<file path="config.mk">
export PLATFORM = sky130hd
export DESIGN_NAME = button_gesture_classifier
export DESIGN_NICKNAME = d
export VERILOG_FILES = /design/src/design/bgc_pkg.sv /design/src/design/bgc_csr.sv /design/src/design/bgc_fsm.sv /design/src/design/bgc_skid.sv /design/src/design/button_gesture_classifier.sv
export SDC_FILE = /design/constraint.sdc
export NUM_CORES = 1
export LEC_CHECK = 0
export BUFFER_PORTS_ARGS = -buffer_cell sky130_fd_sc_hd__buf_2
export CORE_MARGIN = 5
export CORE_UTILIZATION = 53
export CTS_CLUSTER_DIAMETER = 120
export DETAILED_ROUTE_END_ITERATION = 16
export GPL_ROUTABILITY_DRIVEN = 0
export GPL_TIMING_DRIVEN = 0
export PLACE_DENSITY = 0.76
export RECOVER_POWER = 25
export SYNTH_ARGS = -nofsm -noshare
export SYNTH_HDL_FRONTEND = slang
export SYNTH_SLANG_ARGS = --single-unit
</file>
<file path="constraint.sdc">
create_clock -name clock -period 3.5 [get_ports clock]
set_input_delay 0.175 -clock clock [delete_from_list [all_inputs] [get_ports clock]]
set_output_delay 0.175 -clock clock [all_outputs]
set_load 0.02 [all_outputs]
</file>
<file path="src/design/bgc_pkg.sv">
// ----------------------------------------------------------------------------
// bgc_pkg
// Shared constants and types of the button gesture classifier.
// ----------------------------------------------------------------------------
package bgc_pkg;

   localparam int MOD_BITS_DEFAULT   = 8;
   localparam int TIMER_BITS_DEFAULT = 16;

   localparam int CSR_INDEX_BITS = 3;
   localparam int CSR_DATA_BITS  = 32;
   localparam int TICKS_BITS     = 16;

   localparam logic [TICKS_BITS-1:0] LONG_TICKS_RESET   = 16'd350;
   localparam logic [TICKS_BITS-1:0] DOUBLE_TICKS_RESET = 16'd150;

   typedef enum logic [CSR_INDEX_BITS-1:0] {
      CSR_REQUIRED_ON  = 3'd0,
      CSR_REQUIRED_OFF = 3'd1,
      CSR_LONG_ENABLE  = 3'd2,
      CSR_DOUBLE_ENABLE = 3'd3,
      CSR_LONG_TICKS   = 3'd4,
      CSR_DOUBLE_TICKS = 3'd5
   } csr_index_type;

   typedef enum logic [1:0] {
      MODE_TICK    = 2'd0,
      MODE_PRESS   = 2'd1,
      MODE_RELEASE = 2'd2,
      MODE_PULSE   = 2'd3
   } mode_type;

   typedef struct packed {
      logic                  long_enable;
      logic                  double_enable;
      logic [TICKS_BITS-1:0] long_ticks;
      logic [TICKS_BITS-1:0] double_ticks;
   } ctrl_type;

   typedef struct packed {
      logic       normal_press;
      logic       long_press;
      logic       double_press;
      logic       held_level;
      logic [1:0] gesture_state;
   } result_type;

endpackage

</file>
<file path="src/design/bgc_csr.sv">
// ----------------------------------------------------------------------------
// bgc_csr
// Configuration registers: modifier masks, gesture enables and tick limits.
// ----------------------------------------------------------------------------
module bgc_csr #(
   parameter int MOD_BITS = bgc_pkg::MOD_BITS_DEFAULT
) (
   input  logic                               clock,
   input  logic                               reset,
   input  logic                               write,
   input  logic [bgc_pkg::CSR_INDEX_BITS-1:0] index,
   input  logic [bgc_pkg::CSR_DATA_BITS-1:0]  data,
   output logic [MOD_BITS-1:0]                on_mask,
   output logic [MOD_BITS-1:0]                excl_mask,
   output bgc_pkg::ctrl_type                  ctrl
);

   logic [MOD_BITS-1:0] on_mask_ff;
   logic [MOD_BITS-1:0] excl_mask_ff;
   bgc_pkg::ctrl_type   ctrl_ff;

   always_ff @(posedge clock) begin
      if (reset) begin
         on_mask_ff            <= '0;
         excl_mask_ff          <= '0;
         ctrl_ff.long_enable   <= 1'b0;
         ctrl_ff.double_enable <= 1'b0;
         ctrl_ff.long_ticks    <= bgc_pkg::LONG_TICKS_RESET;
         ctrl_ff.double_ticks  <= bgc_pkg::DOUBLE_TICKS_RESET;
      end else if (write) begin
         case (bgc_pkg::csr_index_type'(index))
            bgc_pkg::CSR_REQUIRED_ON: begin
               on_mask_ff <= data[MOD_BITS-1:0];
            end
            bgc_pkg::CSR_REQUIRED_OFF: begin
               excl_mask_ff <= data[MOD_BITS-1:0];
            end
            bgc_pkg::CSR_LONG_ENABLE: begin
               ctrl_ff.long_enable <= data[0];
            end
            bgc_pkg::CSR_DOUBLE_ENABLE: begin
               ctrl_ff.double_enable <= data[0];
            end
            bgc_pkg::CSR_LONG_TICKS: begin
               ctrl_ff.long_ticks <= data[bgc_pkg::TICKS_BITS-1:0];
            end
            bgc_pkg::CSR_DOUBLE_TICKS: begin
               ctrl_ff.double_ticks <= data[bgc_pkg::TICKS_BITS-1:0];
            end
            default: begin
            end
         endcase
      end
   end

   assign on_mask   = on_mask_ff;
   assign excl_mask = excl_mask_ff;
   assign ctrl      = ctrl_ff;

endmodule

</file>
<file path="src/design/bgc_fsm.sv">
// ----------------------------------------------------------------------------
// bgc_fsm
// Gesture state machine with saturating tick counter; gives the result of
// the request being accepted and updates its state on acceptance.
// ----------------------------------------------------------------------------
module bgc_fsm #(
   parameter int MOD_BITS   = bgc_pkg::MOD_BITS_DEFAULT,
   parameter int TIMER_BITS = bgc_pkg::TIMER_BITS_DEFAULT
) (
   input  logic                clock,
   input  logic                reset,
   input  logic                accept,
   input  logic [1:0]          mode,
   input  logic [MOD_BITS-1:0] modifiers,
   input  logic [MOD_BITS-1:0] on_mask,
   input  logic [MOD_BITS-1:0] excl_mask,
   input  bgc_pkg::ctrl_type   ctrl,
   output bgc_pkg::result_type result
);

   localparam int CMP_BITS =
      (TIMER_BITS > bgc_pkg::TICKS_BITS) ? TIMER_BITS : bgc_pkg::TICKS_BITS;

   typedef enum logic [1:0] {
      PHASE_IDLE    = 2'd0,
      PHASE_LONG    = 2'd1,
      PHASE_RELEASE = 2'd2,
      PHASE_DOUBLE  = 2'd3
   } phase_type;

   phase_type             phase_ff, phase_in;
   logic [TIMER_BITS-1:0] elapsed_ff, elapsed_in;
   logic                  held_ff, held_in;

   logic                  mods_ok;
   logic                  plain;
   logic [TIMER_BITS-1:0] ticked;
   logic                  long_due;
   logic                  double_due;
   logic                  quick;
   logic                  np, lp, dp;

   assign mods_ok = ((modifiers & on_mask) == on_mask) && ((modifiers & excl_mask) == '0);
   assign plain   = !ctrl.long_enable && !ctrl.double_enable;
   assign ticked  = (elapsed_ff == '1) ? elapsed_ff : elapsed_ff + 1'b1;
   assign long_due   = CMP_BITS'(ticked) >= CMP_BITS'(ctrl.long_ticks);
   assign double_due = CMP_BITS'(ticked) >= CMP_BITS'(ctrl.double_ticks);
   assign quick      = CMP_BITS'(elapsed_ff) < CMP_BITS'(ctrl.double_ticks);

   always_comb begin
      phase_in   = phase_ff;
      elapsed_in = elapsed_ff;
      held_in    = held_ff;
      np         = 1'b0;
      lp         = 1'b0;
      dp         = 1'b0;
      case (bgc_pkg::mode_type'(mode))
         bgc_pkg::MODE_TICK: begin
            elapsed_in = ticked;
            if (phase_ff == PHASE_LONG) begin
               if (long_due) begin
                  lp       = 1'b1;
                  phase_in = PHASE_IDLE;
               end
            end else if (phase_ff != PHASE_IDLE) begin
               if (double_due) begin
                  np       = 1'b1;
                  phase_in = PHASE_IDLE;
               end
            end
         end
         bgc_pkg::MODE_PRESS: begin
            if (mods_ok) begin
               if (plain) begin
                  np      = 1'b1;
                  held_in = 1'b1;
               end else if (phase_ff == PHASE_IDLE) begin
                  phase_in   = ctrl.long_enable ? PHASE_LONG : PHASE_RELEASE;
                  elapsed_in = '0;
               end else if (phase_ff == PHASE_DOUBLE) begin
                  dp       = 1'b1;
                  phase_in = PHASE_IDLE;
               end
            end
         end
         bgc_pkg::MODE_RELEASE: begin
            if (plain) begin
               held_in = 1'b0;
            end else if (phase_ff == PHASE_LONG || phase_ff == PHASE_RELEASE) begin
               if (ctrl.double_enable && quick) begin
                  phase_in   = PHASE_DOUBLE;
                  elapsed_in = '0;
               end else begin
                  np       = 1'b1;
                  phase_in = PHASE_IDLE;
               end
            end
         end
         default: begin
            if (mods_ok) begin
               if (!ctrl.double_enable) begin
                  np = 1'b1;
               end else if (phase_ff == PHASE_DOUBLE) begin
                  dp       = 1'b1;
                  phase_in = PHASE_IDLE;
               end else begin
                  phase_in   = PHASE_DOUBLE;
                  elapsed_in = '0;
               end
            end
         end
      endcase
   end

   always_ff @(posedge clock) begin
      if (reset) begin
         phase_ff   <= PHASE_IDLE;
         elapsed_ff <= '0;
         held_ff    <= 1'b0;
      end else if (accept) begin
         phase_ff   <= phase_in;
         elapsed_ff <= elapsed_in;
         held_ff    <= held_in;
      end
   end

   assign result.normal_press  = np;
   assign result.long_press    = lp;
   assign result.double_press  = dp;
   assign result.held_level    = held_in;
   assign result.gesture_state = phase_in;

endmodule

</file>
<file path="src/design/bgc_skid.sv">
// ----------------------------------------------------------------------------
// bgc_skid
// Two-entry output buffer: result register plus skid register, so a new
// request is taken while a result waits.
// ----------------------------------------------------------------------------
module bgc_skid (
   input  logic                clock,
   input  logic                reset,
   input  logic                in_valid,
   output logic                in_ready,
   input  bgc_pkg::result_type in_data,
   output logic                out_valid,
   input  logic                out_ready,
   output bgc_pkg::result_type out_data
);

   logic                out_valid_ff;
   logic                skid_valid_ff;
   bgc_pkg::result_type out_data_ff;
   bgc_pkg::result_type skid_data_ff;
   logic                take;
   logic                drain;

   assign in_ready = !skid_valid_ff;
   assign take     = in_valid && !skid_valid_ff;
   assign drain    = out_valid_ff && out_ready;

   always_ff @(posedge clock) begin
      if (reset) begin
         out_valid_ff  <= 1'b0;
         skid_valid_ff <= 1'b0;
      end else begin
         if (!out_valid_ff || drain) begin
            out_valid_ff  <= skid_valid_ff || take;
            skid_valid_ff <= 1'b0;
         end else if (take) begin
            skid_valid_ff <= 1'b1;
         end
      end
   end

   always_ff @(posedge clock) begin
      if (!out_valid_ff || drain) begin
         out_data_ff <= skid_valid_ff ? skid_data_ff : in_data;
      end
      if (take && out_valid_ff && !drain) begin
         skid_data_ff <= in_data;
      end
   end

   assign out_valid = out_valid_ff;
   assign out_data  = out_data_ff;

endmodule

</file>
<file path="src/design/button_gesture_classifier.sv">
// ----------------------------------------------------------------------------
// button_gesture_classifier
// Sorts button requests into normal, long and double presses for one
// modifier-qualified press group.
//
//   channel  direction  handshake               payload
//   req      in         req_valid / req_ready   mode, modifiers
//   rsp      out        rsp_valid / rsp_ready   normal/long/double press,
//                                               held level, gesture state
//   csr      in         csr_valid / csr_ready   csr_index, csr_data
//
// one request per cycle while req_ready is high; each result is registered.
// the state update is one pass of the gesture state machine.
// synchronous reset sets state, valid flags and csr registers to defaults.
// a two-entry output buffer keeps req_ready high while one result waits;
// req_ready drops only when both entries are full. csr_ready is always high.
// ----------------------------------------------------------------------------
module button_gesture_classifier #(
   parameter int MOD_BITS   = bgc_pkg::MOD_BITS_DEFAULT,
   parameter int TIMER_BITS = bgc_pkg::TIMER_BITS_DEFAULT
) (
   input  logic                               clock,
   input  logic                               reset,
   input  logic                               req_valid,
   output logic                               req_ready,
   input  logic [1:0]                         req_mode,
   input  logic [MOD_BITS-1:0]                req_modifiers,
   output logic                               rsp_valid,
   input  logic                               rsp_ready,
   output logic                               rsp_normal_press,
   output logic                               rsp_long_press,
   output logic                               rsp_double_press,
   output logic                               rsp_held_level,
   output logic [1:0]                         rsp_gesture_state,
   input  logic                               csr_valid,
   output logic                               csr_ready,
   input  logic [bgc_pkg::CSR_INDEX_BITS-1:0] csr_index,
   input  logic [bgc_pkg::CSR_DATA_BITS-1:0]  csr_data
);

   logic [MOD_BITS-1:0] on_mask;
   logic [MOD_BITS-1:0] excl_mask;
   bgc_pkg::ctrl_type   ctrl;
   bgc_pkg::result_type next_result;
   bgc_pkg::result_type rsp_data;
   logic                accept;

   assign csr_ready = 1'b1;
   assign accept    = req_valid && req_ready;

   bgc_csr #(
      .MOD_BITS (MOD_BITS)
   ) u_csr (
      .clock     (clock),
      .reset     (reset),
      .write     (csr_valid),
      .index     (csr_index),
      .data      (csr_data),
      .on_mask   (on_mask),
      .excl_mask (excl_mask),
      .ctrl      (ctrl)
   );

   bgc_fsm #(
      .MOD_BITS   (MOD_BITS),
      .TIMER_BITS (TIMER_BITS)
   ) u_fsm (
      .clock     (clock),
      .reset     (reset),
      .accept    (accept),
      .mode      (req_mode),
      .modifiers (req_modifiers),
      .on_mask   (on_mask),
      .excl_mask (excl_mask),
      .ctrl      (ctrl),
      .result    (next_result)
   );

   bgc_skid u_skid (
      .clock     (clock),
      .reset     (reset),
      .in_valid  (req_valid),
      .in_ready  (req_ready),
      .in_data   (next_result),
      .out_valid (rsp_valid),
      .out_ready (rsp_ready),
      .out_data  (rsp_data)
   );

   assign rsp_normal_press  = rsp_data.normal_press;
   assign rsp_long_press    = rsp_data.long_press;
   assign rsp_double_press  = rsp_data.double_press;
   assign rsp_held_level    = rsp_data.held_level;
   assign rsp_gesture_state = rsp_data.gesture_state;

   a_one_gesture: assert property (@(posedge clock) disable iff (reset)
      rsp_valid |-> $countones({rsp_normal_press, rsp_long_press, rsp_double_press}) <= 1)
      else $error("more than one gesture in one response");

   a_resolved_idle: assert property (@(posedge clock) disable iff (reset)
      rsp_valid && (rsp_long_press || rsp_double_press) |-> rsp_gesture_state == 2'd0)
      else $error("long or double press without returning to idle");

   a_stall_full: assert property (@(posedge clock) disable iff (reset)
      !req_ready |-> rsp_valid)
      else $error("request stalled with empty response register");

   a_accept_shows: assert property (@(posedge clock) disable iff (reset)
      accept |=> rsp_valid)
      else $error("accepted request left no response");

endmodule
</file>
==> results.sh, run 1 <==
export IMPL_num_vias=5251
export IMPL_grt_max_degree=16
export IMPL_h_tree_depth=3
export IMPL_power_density_mw_per_mm2=302.2
export IMPL_clkPwrFrac_pct=34.3
export IMPL_diodes=0
export IMPL_rsz0062_at_grt="yes"
export IMPL_maxCapViolations=0
export IMPL_p_int_w=0.001350
export IMPL_synth_seq_area_share_pct=35.09
export IMPL_clk_insertion_delay_late_ns=0.37
export IMPL_grt_overflow=0
export IMPL_antenna_found_initial=0
export IMPL_syn_num_nets=725
export IMPL_final_nets=819
export IMPL_swShare_pct=30.09
export IMPL_cts_sinks=83
export IMPL_syn_cell_area_mm2=0.005077
export IMPL_wire_per_inst_um=18.69
export IMPL_yosys_top_cells_count="nand2_1 (99), dfxtp_1 (71), a21oi_1 (69), ha_1 (57)"
export IMPL_final_hold_viol_count=0
export IMPL_seqPwrFrac_pct=52.0
export IMPL_drv_slew=0
export IMPL_setup_viol=5
export IMPL_ys_ff_latch=83
export IMPL_vias_per_cell=6.207
export IMPL_cp_required_ns=3.61
export IMPL_cts_tree="yes"
export IMPL_synth_cell_type_count=58
export IMPL_num_rows=35
export IMPL_place_area_mm2=0.005455
export IMPL_yosys_warnings=0
export IMPL_antenna_left=0
export IMPL_fin_ws_ns=-0.2442
export IMPL_grt_pass1_vias=4947
export IMPL_start_util_pct=54.69
export IMPL_combPwrFrac_pct=13.7
export IMPL_path_clk_slew_ns=0.10
export IMPL_leakage_nw=2.672
export IMPL_tightest_slew_ns=0.9848
export IMPL_skew_ns=0.01420
export IMPL_fin_crit_sh_pct=107.0
export IMPL_portBuffers=41
export IMPL_place_hpwl_um=10090
export IMPL_die_h_um=107.9
export IMPL_drt_total_wl_um=15810
export IMPL_dieArea_mm2=0.01164
export IMPL_ir_drop_mv=0.2344
export IMPL_drt_pass1_iterations=5
export IMPL_hp_class="in -> reg"
export IMPL_setup_worst_path_start_class="register"
export IMPL_synth_edff_count=12
export IMPL_slew_headroom_pct=33.84
export IMPL_cp_end_kind="register"
export IMPL_register_area_mm2=0.001812
export IMPL_p_switching_w=0.0005809
export IMPL_design_area_mm2=0.006389
export IMPL_violations="setup timing"
export IMPL_fmaxAchievable_mhz=267.1
export IMPL_synth_most_common_cell="nand2_1"
export IMPL_gr_usage_all_layers_pct=25.75
export IMPL_multi_input_area_mm2=0.003462
export IMPL_post_route_util_pct=68.81
export IMPL_place_inst=788
export IMPL_io_pins=59
export IMPL_crit_path_top_delay_cell="a221o_1"
export IMPL_syn_inst=618
export IMPL_finalCriticalPeriod_ns=3.744
export IMPL_cts_max_path_buffers=2
export IMPL_drtIter0Drc=483
export IMPL_synth_top_area_cell="dfxtp_1"
export IMPL_power_total_w=0.001931
export IMPL_die_x_um=107.9
export IMPL_crit_path_frequent_cell="buf_4"
export IMPL_async_flop_share_pct=0
export IMPL_crit_type="reg -> reg"
export IMPL_reg2reg_setup_slack_ns=-0.24
export IMPL_ys_flop_type="dfxtp_1"
export IMPL_syn_avg_cell_area_um2=8.216
export IMPL_grt_pass1_wl_um=23720
export IMPL_cp_arrival_ns=3.86
export IMPL_final_cells=846
export IMPL_drc_errors=0
export IMPL_core_area_mm2=0.009284
export IMPL_crit_chain="nand4_1 -> buf_4 -> buf_4 -> nor2_2 -> nand3_1 -> xnor2_2 -> buf_4 -> ha_1 -> a21oi_1 -> nor2b_1 -> o21ai_0 -> a31oi_4 -> a221o_1 -> mux2_4"
export IMPL_numCtsBuffers=9
export IMPL_critPathMaxFanout=5
export IMPL_status="complete, but fails checks"
export IMPL_yosys_top_cells_area="dfxtp_1 (28%), ha_1 (14%), nand2_1 (7.3%), edfxtp_1 (7.1%), a21oi_1 (6.8%)"
export IMPL_layout_drive_gt1_share_pct=23.15
export IMPL_fillCellCount=723
export IMPL_synth_top_area_share_pct=27.99
export IMPL_cpPeakStageDelay_ns=0.42
export IMPL_cts_root_buf="clkbuf_8"
export IMPL_synthToLayoutAreaGrowth_pct=25.83
layer usage:
layer / track usage, % / up-vias / wire length (µm)
met5: 0 / - / 0
met4: 14.61 / 0 / 878
met3: 4.919 / 96 / 1615
met2: 41.74 / 367 / 7233
met1: 31.88 / 2413 / 6085
li1: - / 2375 / -
per-stage QoR:
| stage | setup TNS, ns | setup WS (ns) | hold WS [ns] |
|---|---|---|---|
| 6_report | -0.5827 | -0.2442 | 0.04448 |
| 5_1_grt | -1.310 | -0.3024 | 0.05122 |
| 4_1_cts | 0 | 0.002501 | 0.04377 |
| 3_5_place_dp | -5.317 | -0.7832 | 0.4208 |
| 3_3_place_gp | -4.379 | -0.7115 | 0.4085 |
| 2_1_floorplan | 0 | 0.03339 | 0.2928 |
kinds of logic (layout without fill, tap and decap cells):
kind of cell               count (synthesis)  in the layout  synth area share (%)
AOI/OAI and AO/OA                        139            139                 17.32
xor gates and xnor gates                  10             10                 1.725
adders and majority gates                 57             57                 14.05
buffers and inverters                     69            168                 5.200
DFF                                       83             83                 35.09
muxes                                     24             24                 4.879
other                                      1              1               0.07386
and+or+nand+nor                          235            235                 21.66
registers in the layout, summed over array words and instances, names as in the netlist:
| signal | count |
|---|---|
| u_csr.ctrl | 34 |
| u_fsm.elapsed_ff | 16 |
| u_csr.excl_mask | 8 |
| u_csr.on_mask | 8 |
| u_skid.out_data | 6 |
| u_skid.skid_data_ff | 6 |
| u_fsm.phase_ff | 2 |
| u_fsm.held_ff | 1 |
| u_skid.out_valid | 1 |
| u_skid.skid_valid_ff | 1 |
worst paths after layout:
kind,end,cells past startpoint,start
worst min register to register,u_csr.ctrl[9]$_SDFFE_PP0P_,2,u_csr.ctrl[9]$_SDFFE_PP0P_
worst min-delay path,u_csr.ctrl[29]$_SDFFE_PP0P_,3,csr_data[13]
worst max-delay path,u_skid.out_data[5]$_DFFE_PP_,14,u_fsm.elapsed_ff[3]$_SDFFE_PP0P_
worst max register to register,u_skid.out_data[5]$_DFFE_PP_,14,u_fsm.elapsed_ff[3]$_SDFFE_PP0P_
layout make-up:
| cell class | instances | share of cell area [%] |
|---|---|---|
| inverter | 47 | 2.761 |
| tap | 129 | 2.526 |
| sequential | 83 | 28.36 |
| clock inverter | 6 | 0.7442 |
| multi-input combinational | 466 | 54.19 |
| buffer | 22 | 1.371 |
| timing repair buffer | 83 | 8.049 |
| clock buffer | 10 | 1.998 |
repair_timing:
item                                    CTS  global route
pin swaps                                20            30
resized for setup                        56            36
hold buffers                              0             0
cloned                                    0             0
buffers inserted                         22            21
endpoints found under the setup margin   10            10
power by group through the flow:
stage	Combinational [W]	Clock, W	Sequential (W)
3_5_place_dp	0.000239	0	0.00103
3_3_place_gp	0.000231	0	0.00103
5_1_grt	0.000286	0.000706	0.00101
2_1_floorplan	0.000141	0	0.00104
4_1_cts	0.000250	0.000664	0.00101
6_report	0.000265	0.000662	0.00100
cells in the final DEF (no fill, tap or decap), drive strengths merged, types with 4 or more instances in the layout:
master  Yosys  final
or3        10     10
nand4       9      9
nand3      23     23
clkbuf     16     37
nor2       46     46
a211oi      7      7
o32ai       5      5
nand2b      5      5
ha         57     57
dfxtp      71     71
a211o       8      8
inv        46     50
mux2i      18     18
a21oi      69     69
buf         6     78
edfxtp     12     12
nor3       12     12
nand3b      4      4
mux2        6      6
and4        5      5
xnor2       8      8
o21ai      18     18
nor2b       8      8
nand2      99     99
worst max-delay path: cells and delay by family (launching register included):
kind,cells,cell delay [ns]
and+or+nand+nor,4,0.65
AOI/OAI and AO/OA,4,1.15
buffers and inverters,3,0.52
DFF,1,0.40
muxes,1,0.27
xor gates and xnor gates,1,0.27
adders and majority gates,1,0.23
No activity file was read; power rests on OpenSTA's default activity.
==> run 2: changes to the inputs <==
--- a/config.mk
+++ b/config.mk
@@ -11,7 +11,6 @@
 export CTS_CLUSTER_DIAMETER = 120
 export DETAILED_ROUTE_END_ITERATION = 16
 export GPL_ROUTABILITY_DRIVEN = 0
-export GPL_TIMING_DRIVEN = 0
 export PLACE_DENSITY = 0.76
 export RECOVER_POWER = 25
 export SYNTH_ARGS = -nofsm -noshare
==> run 2 against run 1 <==
Net effect: the run ends with capacitance limit, slew limit, setup timing left; final cell count decreased by 2.5%; design area decreased by 4.8%; setup slack improved by 0.15 ns; non-clock buffer count decreased by 20; wire length decreased by 16%; combinational power decreased by 8.7%; clock skew decreased by 0.0040 ns; maximum frequency increased by 4.3%; sequential power about the same.
==> results.sh, run 2 (synthesized netlist as in run 1, its figures left out) <==
export IMPL_hold_slack_ns=0.03025
export IMPL_die_h_um=107.9
export IMPL_critPathMaxFanout=3
export IMPL_drc_errors=0
export IMPL_layout_drive_gt1_share_pct=19.97
export IMPL_reg2reg_depth=11
export IMPL_start_util_pct=54.69
export IMPL_setup_viol=3
export IMPL_cts_max_path_buffers=2
export IMPL_drtIter0Drc=284
export IMPL_r2r_start="u_fsm.elapsed_ff[0]$_SDFFE_PP0P_"
export IMPL_fin_ws_ns=-0.09039
export IMPL_drv_slew=46
export IMPL_grt_pass1_vias=4612
export IMPL_dieArea_mm2=0.01164
export IMPL_fmaxAchievable_mhz=278.5
export IMPL_crit_type="reg -> reg"
export IMPL_gr_usage_all_layers_pct=23.01
export IMPL_synthToLayoutAreaGrowth_pct=19.76
export IMPL_final_cell_mix="nand2_1 (97), a21oi_1 (68), dfxtp_1 (65)"
export IMPL_antenna_left=0
export IMPL_cp_end_kind="register"
export IMPL_status="complete, but fails checks"
export IMPL_num_rows=35
export IMPL_ir_drop_mv=0.2162
export IMPL_finalCriticalPeriod_ns=3.590
export IMPL_setup_worst_path_start_class="register"
export IMPL_drt_total_wl_um=13250
export IMPL_drt_pass1_iterations=5
export IMPL_hold_depth=2
export IMPL_power_density_mw_per_mm2=330.8
export IMPL_vias_per_cell=5.798
export IMPL_final_common_cell="nand2_1"
export IMPL_rr_endpoint="u_skid.out_data[5]$_DFFE_PP_"
export IMPL_tightest_slew_ns=2.116
export IMPL_io_pins=59
export IMPL_maxCapViolations=1
export IMPL_antenna_found_initial=0
export IMPL_path_clk_slew_ns=0.09
export IMPL_slew_headroom_pct=-41.06
export IMPL_portBuffers=41
export IMPL_wire_per_inst_um=16.06
export IMPL_hold_start="csr_data[8]"
export IMPL_fin_crit_sh_pct=102.6
export IMPL_hold_path_endpoint="u_csr.ctrl[24]$_SDFFE_PP1P_"
export IMPL_core_area_mm2=0.009284
export IMPL_cp_required_ns=3.61
export IMPL_final_nets=799
export IMPL_hp_class="in -> reg"
export IMPL_grt_pass1_wl_um=21750
export IMPL_final_hold_viol_count=0
export IMPL_grt_max_degree=46
export IMPL_clk_insertion_delay_late_ns=0.36
export IMPL_reg2reg_setup_slack_ns=-0.09
export IMPL_cts_sinks=83
export IMPL_cts_hold_buf=0
export IMPL_skew_ns=0.01017
export IMPL_violations="capacitance limit, slew limit, setup timing"
export IMPL_place_hpwl_um=9572
export IMPL_grt_overflow=0
export IMPL_die_x_um=107.9
export IMPL_rsz0062_at_grt="yes"
export IMPL_cts_tree="yes"
export IMPL_cp_arrival_ns=3.70
export IMPL_leakage_nw=2.581
export IMPL_largest_register_ffs=34
export IMPL_h_tree_depth=3
export IMPL_num_vias=4783
export IMPL_cts_root_buf="clkbuf_8"
export IMPL_multi_input_area_mm2=0.003213
export IMPL_diodes=0
export IMPL_post_route_util_pct=65.50
export IMPL_register_area_mm2=0.001789
export IMPL_fillCellCount=766
export IMPL_numCtsBuffers=9
[run 2: metal layers]
metal  wire length, µm  vias up  GRT usage [%]  share of wire [%]
li1                  -     2333              -                  -
met4               325        0          8.206                2.5
met5                 0        -              0                  0
met1              5937     2233          31.24                 45
met3               868       28          4.259                6.6
met2              6119      189          36.50                 46
[run 2: power breakdown]
part	total (W)	switching, W	internal, W
Sequential	0.00101	0.0000152	0.000994
Clock	0.000759	0.000360	0.000400
Combinational	0.000242	0.000153	0.0000895
[run 2: worst max path at each step]
stage | startpoint | to | slack, ns | depth (start not counted)
6_report | u_fsm.elapsed_ff[0]$_SDFFE_PP0P_ | u_skid.out_data[5]$_DFFE_PP_ | -0.09 | 11
4_1_cts | u_fsm.elapsed_ff[0]$_SDFFE_PP0P_ | u_skid.out_data[0]$_DFFE_PP_ | 0.001 | 15
5_1_grt | u_fsm.elapsed_ff[0]$_SDFFE_PP0P_ | u_skid.out_data[5]$_DFFE_PP_ | -0.17 | 11
3_3_place_gp | u_fsm.elapsed_ff[3]$_SDFFE_PP0P_ | u_skid.out_data[5]$_DFFE_PP_ | -0.06 | 14
2_1_floorplan | u_fsm.elapsed_ff[3]$_SDFFE_PP0P_ | u_skid.out_data[5]$_DFFE_PP_ | 0.03 | 10
3_5_place_dp | u_fsm.elapsed_ff[0]$_SDFFE_PP0P_ | u_skid.out_data[5]$_DFFE_PP_ | -0.12 | 15
[run 2: timing repair]
| item | CTS | global route |
|---|---|---|
| hold endpoints to repair | 0 | 0 |
| setup buffers | 0 | 3 |
| gates resized for setup | 12 | 32 |
| setup endpoints to repair | 7 | 8 |
| pin swaps | 2 | 16 |
[run 2: cell type report]
cell class | count | share of cell area, %
Multi-Input combinational cell | 466 | 52.84
Tap cell | 129 | 2.654
Clock buffer | 9 | 2.037
Timing Repair Buffer | 85 | 8.704
Clock inverter | 6 | 1.440
Sequential cell | 83 | 29.42
Inverter | 47 | 2.901
[run 2: critical path: stages (launching register included)]
cell	delay, ns
dfxtp_2	0.34
ha_2	0.19
nand2_2	0.08
or3_4	0.41
nor3_4	0.28
mux2_2	0.40
ha_1	0.31
a2111oi_4	0.32
a2bb2oi_2	0.24
a31oi_4	0.13
a221o_1	0.38
mux2_4	0.26
[run 2: per-stage QoR]
| stage | cell area [µm²] | setup slack (ns) | TNS, ns | total power, W | std cells |
|---|---|---|---|---|---|
| 2_1_floorplan | 5089 | 0.03339 | 0 | 0.001181 | 618 |
| 3_3_place_gp | 5675 | -0.05626 | -0.06391 | 0.001254 | 807 |
| 3_5_place_dp | 5675 | -0.1198 | -0.3121 | 0.001263 | 807 |
| 4_1_cts | 5947 | 0.001086 | 0 | 0.002019 | 822 |
| 5_1_grt | 6081 | -0.1696 | -0.6902 | 0.002108 | 825 |
| 6_report | 6081 | -0.09039 | -0.1509 | 0.002011 | 825 |
==> run 3: changes to the inputs <==
--- a/config.mk
+++ b/config.mk
@@ -7,11 +7,10 @@
 export LEC_CHECK = 0
 export BUFFER_PORTS_ARGS = -buffer_cell sky130_fd_sc_hd__buf_2
 export CORE_MARGIN = 5
-export CORE_UTILIZATION = 53
+export CORE_UTILIZATION = 25
 export CTS_CLUSTER_DIAMETER = 120
 export DETAILED_ROUTE_END_ITERATION = 16
 export GPL_ROUTABILITY_DRIVEN = 0
-export PLACE_DENSITY = 0.76
 export RECOVER_POWER = 25
 export SYNTH_ARGS = -nofsm -noshare
 export SYNTH_HDL_FRONTEND = slang
==> run 3 against run 2 <==
Net effect: global-route usage decreased by 11 points; maximum frequency increased by 4.4%; the flow finishes with violations (capacitance limit, slew limit); sequential share of layout area decreased by 2.0 points; design area increased by 7.3%; sequential power about the same; wire length increased by 7.0%; register-to-register slack improved by 0.15 ns.
==> results.sh, run 3 (synthesized netlist as in run 1, its figures left out) <==
export IMPL_status="complete, but fails checks"
export IMPL_violations="capacitance limit, slew limit"
export IMPL_critPathMaxFanout=3
export IMPL_finalSetupTns_ns=0
export IMPL_cp_required_ns=3.61
export IMPL_reg2reg_setup_slack_ns=0.06
export IMPL_synthToLayoutAreaGrowth_pct=28.54
export IMPL_hold_depth=2
export IMPL_fmaxAchievable_mhz=290.8
export IMPL_io_pins=59
export IMPL_reg2reg_depth=12
export IMPL_antenna_left=0
export IMPL_tightest_slew_ns=2.621
export IMPL_num_vias=4623
export IMPL_ir_drop_mv=0.2185
export IMPL_slew_headroom_pct=-74.75
export IMPL_final_cell_mix="nand2_1 (97), a21oi_1 (65), dfxtp_1 (65)"
export IMPL_layout_drive_gt1_share_pct=22.77
export IMPL_place_ws_ns=-0.1389
export IMPL_largest_register_ffs=34
export IMPL_power_density_mw_per_mm2=335.9
export IMPL_grt_pass1_wl_um=22250
export IMPL_drt_pass1_iterations=5
export IMPL_rsz0062_at_grt="yes"
export IMPL_num_rows=52
export IMPL_die_x_um=152.5
export IMPL_dieArea_mm2=0.02326
export IMPL_vias_per_cell=4.732
export IMPL_gr_usage_all_layers_pct=11.78
export IMPL_cp_arrival_ns=3.54
export IMPL_rr_endpoint="u_skid.out_data[5]$_DFFE_PP_"
export IMPL_portBuffers=41
export IMPL_maxCapViolations=1
export IMPL_drt_total_wl_um=14180
export IMPL_hp_class="in -> reg"
export IMPL_crit_chain="ha_4 -> nand2_4 -> or3_4 -> nor3_4 -> buf_6 -> mux2_4 -> ha_4 -> a2111oi_4 -> a2bb2oi_2 -> a31oi_2 -> a221o_1 -> mux2_4"
export IMPL_numCtsBuffers=9
export IMPL_cts_sinks=83
export IMPL_antenna_found_initial=0
export IMPL_h_tree_depth=3
export IMPL_diodes=0
export IMPL_fin_ws_ns=0.06108
export IMPL_final_common_cell="nand2_1"
export IMPL_hold_start="csr_data[8]"
export IMPL_drc_errors=0
export IMPL_cp_end_kind="register"
export IMPL_place_area_mm2=0.005932
export IMPL_skew_ns=0.006258
export IMPL_place_hpwl_um=10520
export IMPL_crit_type="reg -> reg"
export IMPL_r2r_start="u_fsm.elapsed_ff[1]$_SDFFE_PP0P_"
export IMPL_drv_slew=56
export IMPL_wire_per_inst_um=14.51
export IMPL_final_nets=809
export IMPL_fin_crit_sh_pct=98.25
export IMPL_start_util_pct=25.26
export IMPL_final_hold_viol_count=0
export IMPL_cpPeakStageDelay_ns=0.41
export IMPL_cts_root_buf="clkbuf_16"
export IMPL_core_area_mm2=0.02010
export IMPL_cts_tree="yes"
export IMPL_die_h_um=152.5
export IMPL_cts_max_path_buffers=2
export IMPL_design_area_mm2=0.006526
export IMPL_path_clk_slew_ns=0.07
export IMPL_drtIter0Drc=232
export IMPL_grt_overflow=0
export IMPL_setup_worst_path_start_class="register"
export IMPL_crit_path_top_delay_cell="or3_4"
export IMPL_clk_insertion_delay_late_ns=0.35
export IMPL_hold_path_endpoint="u_csr.ctrl[24]$_SDFFE_PP1P_"
export IMPL_leakage_nw=2.692
export IMPL_power_total_w=0.002192
export IMPL_setup_viol=0
export IMPL_grt_pass1_vias=4353
export IMPL_grt_max_degree=56
export IMPL_finalCriticalPeriod_ns=3.439
[run 3: cell types whose count changed in the layout (fill, tap and decap cells not counted), moves of 4 or more]
cell,previous run,this run
ha_4,0,4
clkbuf_8,9,0
clkbuf_16,0,10
buf_4,43,49
[run 3: through the flow]
stage	util, %	hold WS (ns)	cells
after CTS	31.04	0.04110	974
after global placement	29.51	0.4056	957
after global routing	32.46	0.03983	977
after detailed placement	29.51	0.4088	957
after floorplan	-	0.2928	618
final	32.46	0.05583	977
[run 3: metal layers]
layer / track usage [%] / part of all wire (%) / wire (µm) / up-vias
met2: 18.31 / 46 / 6463 / 84
met3: 2.925 / 4.1 / 583 / 22
met1: 15.70 / 48 / 6794 / 2161
met5: 0 / 0 / 0 / -
met4: 4.752 / 2.4 / 334 / 0
li1: - / - / - / 2356
[run 3: worst max-delay path by stage]
stage / start / end / cells after the start
after floorplan: u_fsm.elapsed_ff[3]$_SDFFE_PP0P_ / u_skid.out_data[5]$_DFFE_PP_ / 10
after global placement: u_fsm.elapsed_ff[6]$_SDFFE_PP0P_ / u_skid.out_data[5]$_DFFE_PP_ / 10
after detailed placement: u_fsm.elapsed_ff[6]$_SDFFE_PP0P_ / u_skid.out_data[5]$_DFFE_PP_ / 10
after CTS: u_fsm.elapsed_ff[3]$_SDFFE_PP0P_ / u_skid.out_data[5]$_DFFE_PP_ / 11
after global routing: u_fsm.elapsed_ff[1]$_SDFFE_PP0P_ / u_skid.out_data[5]$_DFFE_PP_ / 12
final: u_fsm.elapsed_ff[1]$_SDFFE_PP0P_ / u_skid.out_data[5]$_DFFE_PP_ / 12
[run 3: power by group]
group	switching, W	internal (W)	leakage (nW)	total (W)
clock	0.000403	0.000528	0.139	0.000931
sequential	0.0000158	0.000996	0.700	0.00101
combinational	0.000156	0.0000936	1.85	0.000250
[run 3: final cells by class]
type	instances	area [µm²]
inverters	47	176.4
multi-input cells	466	3304
repair buffers	95	630.6
clock buffers	12	257.7
flip-flops and latches	83	1789
clock inverters	4	30.03
well taps	270	337.8
fillers	2102	13580
[run 3: timing repair]
| item | CTS | global route |
|---|---|---|
| setup buffers | 1 | 3 |
| gates resized for setup | 4 | 59 |
| pin swaps | 2 | 25 |
| hold buffers | 0 | 0 |
| endpoints found under the setup margin | 6 | 8 |
[run 3: worst max-delay path: cells and delay by family, from the launching register on]
kind,cells,cell delay [ns]
DFF,1,0.36
and+or+nand+nor,3,0.71
muxes,2,0.58
AOI/OAI and AO/OA,4,1.03
adders and majority gates,2,0.37
buffers and inverters,1,0.14
